File: src/sv/pal_pkg.sv
// ----------------------------------------------------------------------------
// pal_pkg: shared types for the positional array list
// Word formats for the command and result channels, operation codes and
// the control group that the list core broadcasts to every cell.
// ----------------------------------------------------------------------------
package pal_pkg;

	// operation codes
	typedef enum logic [1:0] {
		OP_INSERT  = 2'd0,
		OP_REMOVE  = 2'd1,
		OP_READ    = 2'd2,
		OP_REPLACE = 2'd3
	} pal_op_t;

	// command word
	typedef struct packed {
		pal_op_t            opcode;
		logic [4:0]         position;
		logic signed [31:0] value;
	} pal_cmd_t;

	// result word
	typedef struct packed {
		logic               ok;
		logic signed [31:0] read_value;
		logic [4:0]         entry_count;
		logic               is_empty;
		logic               is_full;
	} pal_res_t;

	// control broadcast to the cells
	typedef struct packed {
		pal_op_t op;
		logic    apply;
	} pal_ctrl_t;

endpackage

File: src/sv/pal_cell.sv
// ----------------------------------------------------------------------------
// pal_cell: one slot of the positional array list
// Holds one entry and decides from the broadcast command whether to load
// the new word, take its left neighbor (insert shift) or its right
// neighbor (remove shift), or hold.
// ----------------------------------------------------------------------------
module pal_cell #(
	parameter int IDX = 0,
	parameter int PW  = 6
) (
	input  logic                clk,
	input  logic                arst_n,
	input  pal_pkg::pal_ctrl_t  ctrl,
	input  logic [PW-1:0]       pos_idx,
	input  logic [PW-1:0]       used,
	input  logic signed [31:0]  value,
	input  logic signed [31:0]  left_data,
	input  logic signed [31:0]  right_data,
	output logic signed [31:0]  data,
	output logic                hit
);
	import pal_pkg::*;

	localparam logic [PW-1:0] MY_IDX  = PW'(IDX);
	localparam logic [PW-1:0] MY_NEXT = PW'(IDX + 1);

	logic signed [31:0] slot_q;
	logic signed [31:0] slot_d;

	assign hit = (MY_IDX == pos_idx);

	// next slot contents
	always_comb begin
		slot_d = slot_q;
		unique case (ctrl.op)
			OP_INSERT: begin
				if (hit) begin
					slot_d = value;
				end else if (MY_IDX > pos_idx && MY_IDX <= used) begin
					slot_d = left_data;
				end
			end
			OP_REMOVE: begin
				if (MY_IDX >= pos_idx && MY_NEXT < used) begin
					slot_d = right_data;
				end
			end
			OP_REPLACE: begin
				if (hit) begin
					slot_d = value;
				end
			end
			OP_READ: begin
				slot_d = slot_q;
			end
			default: begin
				slot_d = slot_q;
			end
		endcase
	end

	// slot register, written only by an accepted operation
	always_ff @(posedge clk or negedge arst_n) begin
		if (!arst_n) begin
			slot_q <= '0;
		end else if (ctrl.apply) begin
			slot_q <= slot_d;
		end
	end

	assign data = slot_q;

endmodule

File: src/sv/positional_array_list.sv
// ----------------------------------------------------------------------------
// positional_array_list: fixed-capacity ordered list addressed by position
// Row of slot cells with insert, remove, read and replace at a 1-based
// position, one result word per command word.
// ----------------------------------------------------------------------------
// On each accepted command word the row of CAPACITY cells shifts
// all entries in parallel, and the read word is gathered from the cell
// whose index matches the position. A new command is taken every cycle as
// long as the result register is empty or being drained in the same cycle.
// Rejected commands (bad position, full or empty list) return ok low and
// leave the list as it was. Reset clears every slot and the count at once.
// ----------------------------------------------------------------------------
module positional_array_list #(
	parameter int CAPACITY = 16
) (
	input  logic               clk,
	input  logic               arst_n,
	input  logic               cmd_valid,
	output logic               cmd_ready,
	input  pal_pkg::pal_cmd_t  cmd,
	output logic               res_valid,
	input  logic               res_ready,
	output pal_pkg::pal_res_t  res
);
	import pal_pkg::*;

	localparam int CW = $clog2(CAPACITY + 1);
	localparam int PW = ((CW > 5) ? CW : 5) + 1;
	localparam logic [PW-1:0] CAP = PW'(CAPACITY);

	logic [CW-1:0]      used_q;
	logic               res_valid_q;
	pal_res_t           res_q;

	logic               accept;
	logic [PW-1:0]      pos_ext;
	logic [PW-1:0]      used_ext;
	logic [PW-1:0]      pos_idx;
	logic [PW-1:0]      used_new;
	logic               ok;
	logic signed [31:0] rd_gather;
	pal_ctrl_t          ctrl;
	pal_res_t           res_d;

	logic signed [31:0] cell_data [CAPACITY];
	logic               cell_hit  [CAPACITY];

	assign cmd_ready = !res_valid_q || res_ready;
	assign accept    = cmd_valid && cmd_ready;

	assign pos_ext  = PW'(cmd.position);
	assign used_ext = PW'(used_q);
	assign pos_idx  = pos_ext - PW'(1);

	// position check
	always_comb begin
		if (cmd.opcode == OP_INSERT) begin
			ok = (pos_ext != '0) && (pos_ext <= used_ext + PW'(1)) && (used_ext < CAP);
		end else begin
			ok = (pos_ext != '0) && (pos_ext <= used_ext);
		end
	end

	assign ctrl.op    = cmd.opcode;
	assign ctrl.apply = accept && ok;

	// row of slot cells
	for (genvar i = 0; i < CAPACITY; i++) begin : g_cell
		logic signed [31:0] left_w;
		logic signed [31:0] right_w;

		if (i == 0) begin : g_first
			assign left_w = cmd.value;
		end else begin : g_left
			assign left_w = cell_data[i-1];
		end
		if (i == CAPACITY - 1) begin : g_last
			assign right_w = '0;
		end else begin : g_right
			assign right_w = cell_data[i+1];
		end

		pal_cell #(
			.IDX (i),
			.PW  (PW)
		) u_cell (
			.clk        (clk),
			.arst_n     (arst_n),
			.ctrl       (ctrl),
			.pos_idx    (pos_idx),
			.used       (used_ext),
			.value      (cmd.value),
			.left_data  (left_w),
			.right_data (right_w),
			.data       (cell_data[i]),
			.hit        (cell_hit[i])
		);
	end

	// gather the addressed entry
	always_comb begin
		rd_gather = '0;
		for (int i = 0; i < CAPACITY; i++) begin
			if (cell_hit[i]) begin
				rd_gather = rd_gather | cell_data[i];
			end
		end
	end

	// count after the operation
	always_comb begin
		used_new = used_ext;
		if (ok) begin
			unique case (cmd.opcode)
				OP_INSERT: used_new = used_ext + PW'(1);
				OP_REMOVE: used_new = used_ext - PW'(1);
				default:   used_new = used_ext;
			endcase
		end
	end

	// result word
	always_comb begin
		res_d.ok          = ok;
		res_d.read_value  = (ok && (cmd.opcode == OP_REMOVE || cmd.opcode == OP_READ))
			? rd_gather : '0;
		res_d.entry_count = used_new[4:0];
		res_d.is_empty    = (used_new == '0);
		res_d.is_full     = (used_new == CAP);
	end

	// count register
	always_ff @(posedge clk or negedge arst_n) begin
		if (!arst_n) begin
			used_q <= '0;
		end else if (accept) begin
			used_q <= used_new[CW-1:0];
		end
	end

	// result valid flag
	always_ff @(posedge clk or negedge arst_n) begin
		if (!arst_n) begin
			res_valid_q <= 1'b0;
		end else if (accept) begin
			res_valid_q <= 1'b1;
		end else if (res_ready) begin
			res_valid_q <= 1'b0;
		end
	end

	// result payload
	always_ff @(posedge clk) begin
		if (accept) begin
			res_q <= res_d;
		end
	end

	assign res_valid = res_valid_q;
	assign res       = res_q;

endmodule
File: config.mk
export PLATFORM = sky130hd
export DESIGN_NAME = positional_array_list
export DESIGN_NICKNAME = d
export VERILOG_FILES = /design/src/sv/pal_pkg.sv /design/src/sv/pal_cell.sv /design/src/sv/positional_array_list.sv
export SDC_FILE = /design/constraint.sdc
export NUM_CORES = 2
export LEC_CHECK = 0
export ABC_CLOCK_PERIOD_IN_PS = 6600
export BUFFER_PORTS_ARGS = -buffer_cell sky130_fd_sc_hd__buf_2
export CAP_MARGIN = 20
export CORE_MARGIN = 4
export CORE_UTILIZATION = 45
export DETAILED_ROUTE_END_ITERATION = 6
export GPL_TIMING_DRIVEN = 0
export PLACE_DENSITY = 0.65
export SYNTH_ARGS = -nofsm -noshare
export SYNTH_HDL_FRONTEND = slang
export SYNTH_HIERARCHICAL = 1
export SYNTH_SLANG_ARGS = --single-unit
File: constraint.sdc
create_clock -name clk -period 6.6 [get_ports clk]
set_input_delay 0.66 -clock clk [delete_from_list [all_inputs] [get_ports clk]]
set_output_delay 0.66 -clock clk [all_outputs]
set_load 0.01 [all_outputs]
After elaboration in Yosys (flattened, before gate mapping)
Cells that the tools add are included.
- add/subtract/negate cells: 3
- reductions and logical operators: 62
- muxes and demuxes: 101
- equal/unequal tests: 67
- magnitude comparators: 67
- bitwise logic cells: 16
- operators by type and width (cell ; count):
    $mux W32 ; 80
    $pmux W32 S3 ; 16
    $or A32 B32 Y32 ; 15
    $reduce_and A5 Y1 ; 16
    $ne A2 B1 Y1 const B ; 32
    $eq A4 B6 Y1 const A ; 8
    $ge A4 B6 Y1 const A ; 8
    $gt A4 B6 Y1 const A ; 8
    $ne A3 B1 Y1 const B ; 16
    $le A4 B5 Y1 const A ; 8
    $lt A4 B5 Y1 const A ; 8
    $logic_and A1 B1 Y1 ; 38
    $eq A3 B6 Y1 const A ; 4
    $ge A3 B6 Y1 const A ; 4
    $gt A3 B6 Y1 const A ; 4
    $le A3 B5 Y1 const A ; 4
    $lt A3 B5 Y1 const A ; 4
    $eq A2 B6 Y1 const A ; 2
    $ge A1 B6 Y1 const A ; 2
    $ge A2 B6 Y1 const A ; 2
    $gt A1 B6 Y1 const A ; 2
    $gt A2 B6 Y1 const A ; 2
    $logic_not A6 Y1 ; 2
    $pmux W6 S2 ; 1
    other kinds (22) ; 30
- bits in registers: 558
- input port bits: 43
- logic and storage cells: 339

Depth between registers and ports, before layout
- depth after elaboration: 33
- depth in mapped cells: 15
- depth with buffers taken out: 13

Hierarchy
Netlist, hierarchy kept.
- by module, submodules not included (module ; area each (µm²) ; instances ; seq. area each (µm²) ; cells each):
    positional_array_list ; 4921.0 ; 1 ; 1351.3 ; 521
    pal_cell (g_cell[15].u_cell) ; 2616.3 ; 1 ; 800.8 ; 235
    pal_cell (g_cell[9].u_cell) ; 2593.7 ; 1 ; 800.8 ; 271
    pal_cell (g_cell[1].u_cell) ; 2573.7 ; 1 ; 800.8 ; 270
    pal_cell (g_cell[7].u_cell) ; 2571.2 ; 1 ; 800.8 ; 266
    pal_cell (g_cell[8].u_cell) ; 2543.7 ; 1 ; 800.8 ; 269
    pal_cell (g_cell[6].u_cell) ; 2466.1 ; 1 ; 800.8 ; 269
    pal_cell (g_cell[10].u_cell) ; 2447.3 ; 1 ; 800.8 ; 188
    pal_cell (g_cell[12].u_cell) ; 2441.1 ; 1 ; 800.8 ; 263
    pal_cell (g_cell[14].u_cell) ; 2432.3 ; 1 ; 800.8 ; 267
    pal_cell (g_cell[11].u_cell) ; 2401.1 ; 1 ; 800.8 ; 190
    pal_cell (g_cell[4].u_cell) ; 2376.0 ; 1 ; 800.8 ; 235
    pal_cell (g_cell[2].u_cell) ; 2338.5 ; 1 ; 800.8 ; 271
    pal_cell (g_cell[5].u_cell) ; 2308.5 ; 1 ; 800.8 ; 190
    +3 rows ; -- ; -- ; -- ; --

Worst setup path after synthesis
Ideal clock, no wire load.
- kind: flip-flop to flip-flop
- start: reg used_q[2]
- end: reg g_cell[9].u_cell.slot_q[10]
- clock period less this slack: 5.053 ns
- slack: 1.547 ns
- stages on the path, launching flop included: 15
- data required time: 6.475 ns
- buffers on the path: 2
- arrival time: 4.928 ns
- cells stage by stage: dfrtp_1 buf_2 nand3_1 xnor2_1 ha_1 a21o_1 a211oi_2 a211o_2 nand3_4 nor2_1 or3b_1 a2111o_1 a311oi_4 buf_6 mux2_4
- RTL lines (what ; line ; text):
    start: declaration ; positional_array_list.sv:31 ; logic [CW-1:0] used_q;
    start signal: assignment ; positional_array_list.sv:137 ; used_q <= used_new[CW-1:0];
    end signal: assignment ; pal_cell.sv:67 ; slot_q <= slot_d;
    end: declaration ; pal_cell.sv:27 ; logic signed [31:0] slot_q;

==> qor.yml <==
fmax_ghz: 0.166
cts_setup_buffers: 0
vias_per_cell: 6.81
drv_slew: 0
ir_drop_v: 0.000254
p_switching_uw: 6070
cp_data_required_time_ns: 6.93
yosysSeqAreaShare: 0.327
die_area_um2: 101000
rsz0062_at_grt: "no"
finalSetupViolations: 0
crit_slowest_cell: "clkbuf_1"
finish.utilization: 0.507
grt_pass1_wl_um: 264000
syn_inst: 4268
setup_slack_ns: 0.572
whs_ns: 0.223
finalHoldViolCount: 0
clock-root-buffer: "clkbuf_16"
grt_pass1_vias: 36900
slew_headroom: 0.141
io_pins: 85
cts_made_buffers: 71
ff2ff_path_depth: 15
ant_nets: 0
setup.worst_path.start_class: "input pin"
grt_max_degree: 116
synth_top_area_cell: "dfrtp_1"
fin_nets: 4555
detailedPlace.worstSlack_ns: 0.460
hp-start: "cmd_valid"
ys.flop_type: "dfrtp_1"
register_area_um2: 14200
path_buf_inv: 7
hold_path.class: "in -> reg"
htree_levels: 3
rows: 113
crit_top_cell: "clkbuf_1"
holdPathStages: 2
synthTopCellsByArea: "dfrtp_1 (30%), mux2i_1 (11%), mux2_4 (8.8%)"
overflow: 0
cp.arrival_ns: 6.35
hold_end: "res_valid$_DFFE_PN0P_"
drive_above_1_share: 0.178
vias: 39600
ctsLongestPathBuffers: 3
grt.total_usage: 0.347
swShare: 0.393
initialDrtViolationCount: 5305
final.fill_count: 8985
critPathCaptureType: "flip-flop"
gp_congestion: 1.03
maxCapViolations: 0
clock_skew_ns: 0.0255
power_uw: 15500
initial_core_util: 0.455
cts_tree: "built"
clkLatencyLatePin_ns: 0.65
slowest_delay_ns: 0.87
power_frac_seq: 0.437
crit_family: "buffers and inverters"
synth.distinct_cells: 121
synth_edf_count: 40
multi_input_area_um2: 27000
cts.sinks: 558
leakage_uw: 0.0200
wirelength_um: 184000
wl_per_cell_um: 31.6
route.detailed.drc: 0
crit_chain: "buf_2 > inv_1 > ha_1 > xor2_2 > nand3_1 > or2_0 > buf_2 > clkbuf_1 > inv_1 > clkbuf_1 > clkbuf_1 > a22oi_1 > and3_1 > a31oi_1"
powerDensity_nw_per_um2: 320
period_needed_ns: 6.03
dp_hpwl_um: 145000
rr_endpoint: "g_cell[9].u_cell/data[28]$_DFFE_PN0P_"
p_int_uw: 9380
r2r_start: "used_q[0]$_DFFE_PN0P_"
crit_fanout: 10
ys_seq_elements: 558
syn_area_per_cell_um2: 10.2
outcome: "complete, no violations"
dieWidth_um: 318
critPathKind: "in -> reg"
area.growth.synth_to_final_pct: 11.5
firstDrtPassIters: 6
comb_power_share: 0.304
clk_pin_slew_worst_paths_ns: 0.07
r2r_setup_slack_ns: 0.94
die_h_um: 318
portBuffers: 84
synth_top_area_frac: 0.299
async_reset_ff_frac: 0.928
fin_crit_sh: 0.913
worst_pin_slew_ns: 1.29
clkPwrFrac: 0.260
core-area_um2: 95300
antenna_found_initial: 8
netlist_area_um2: 43300
yosysWarnings: 6
cells by family (layout without fill, tap and decap cells):
group                      after synthesis  after routing  synth area share
DFF                                    558            558             0.327
muxes                                  969            969             0.260
other                                    1             55         0.0000865
buffers and inverters                  487            712            0.0559
adders and majority gates               17             17           0.00485
AOI/OAI and AO/OA                     1354           1354             0.233
and+or+nand+nor                        872            872             0.117
xor gates and xnor gates                10             10           0.00202
worst reg2reg max path, cell delays in order, from the launching register on:
cell      delay (ns)
dfrtp_1         1.05
ha_1            0.43
nand3_1         0.15
xnor2_1         0.29
ha_1            0.32
nand3_1         0.10
o21bai_1        0.12
a211o_2         0.21
nand3_4         0.14
nor2_2          0.59
buf_8           0.28
or3b_1          0.36
a2111o_1        0.38
a311oi_4        0.51
buf_6           0.28
mux2_4          0.33
sequential cells by signal, indices dropped and copies added (netlist names):
| signal | count |
|---|---|
| g_cell.u_cell/data | 512 |
| res_valid | 1 |
| res | 40 |
| used_q | 5 |
cell usage in the layout, fill, tap and decap left out, drive strengths merged, types with 40 or more instances in the layout:
cell	count
conb	53
a221oi	132
nor2b	205
mux2	511
dfrtp	518
nand2b	163
a31oi	66
a22o	102
o211ai	219
o21ai	301
a21oi	88
nand2	156
mux2i	458
clkbuf	399
a22oi	342
nor4	66
buf	237
nand3	47
edfxtp	40
nor2	82
inv	44
Yosys cell counts (4+ instances only):
cell type  instances
a22o_1           101
o211ai_1         219
and2_1             8
or3_1              8
a32o_1            26
or2_2              4
nor4_1            64
mux2i_1          458
nor2_1            82
o31a_1             4
a211oi_1           6
a21oi_1           87
dfrtp_1          518
or3b_1             4
inv_1             41
mux2_2           117
buf_6             50
buf_4             11
nand2b_1         163
nor3_1            14
a221oi_1         108
o21ai_0          238
a221oi_2          24
buf_2             48
a21o_1             4
o21ai_1           42
mux2_1           141
a31oi_1           65
buf_12             6
xnor2_1            8
buf_1             20
and3_1            38
nand4b_1          33
mux2_4           253
nor2b_1          204
edfxtp_1          40
o21ai_2           21
nand2_1          153
ha_1              16
or4_1              4
or2_1              8
clkbuf_1         304
nand3_1           45
a22oi_1          340
o221ai_1           4
worst max path at each step:
stage / startpoint / to / cells past startpoint
2_1_floorplan: used_q[2]$_DFFE_PN0P_ / g_cell[9].u_cell/data[10]$_DFFE_PN0P_ / 14
3_3_place_gp: arst_n / g_cell[1].u_cell/data[7]$_DFFE_PN0P_ / 1
3_5_place_dp: cmd[32] / res[38]$_SDFFCE_PN0P_ / 14
4_1_cts: used_q[2]$_DFFE_PN0P_ / g_cell[9].u_cell/data[26]$_DFFE_PN0P_ / 15
5_1_grt: cmd[32] / res[38]$_SDFFCE_PN0P_ / 14
6_report: cmd[32] / res[38]$_SDFFCE_PN0P_ / 14
power groups by stage:
stage / sequential, µW / clock (µW) / combinational, µW
after global routing: 6720 / 4210 / 5080
after CTS: 6720 / 4070 / 4550
after global placement: 6840 / 0 / 4280
after floorplan: 5480 / 0 / 3490
final: 6750 / 4010 / 4690
after detailed placement: 6760 / 0 / 4530
through the flow:
step	cell area (µm²)	TNS, ns	cells
global placement	45500	-3504.37	5669
detailed placement	45900	0	5685
global route	48300	0	5810
floorplan	43500	0	4320
CTS	48300	0	5808
finish	48300	0	5812
metal layers:
layer / GRT usage / wire length [µm]
met3: 0.0745 / 17500
met1: 0.463 / 74200
met5: 0 / 26
met2: 0.507 / 76500
met4: 0.231 / 15300
final cells by class:
cell class / count / share of cell area
multi-input cells: 3275 / 0.558
flip-flops and latches: 558 / 0.293
plain buffers: 440 / 0.0461
clock buffers: 94 / 0.0411
well taps: 1265 / 0.0328
repair buffers: 103 / 0.0179
clock inverters: 28 / 0.00645
inverters: 47 / 0.00401
diodes: 2 / 0.000104
repair_timing:
action | in CTS | in global routing
hold buffers | 1 | 0
hold endpoints to repair | 36 | 0
resized for setup | 0 | 0
endpoints found under the setup margin | 0 | 0
No activity file was read; power rests on OpenSTA's default activity.
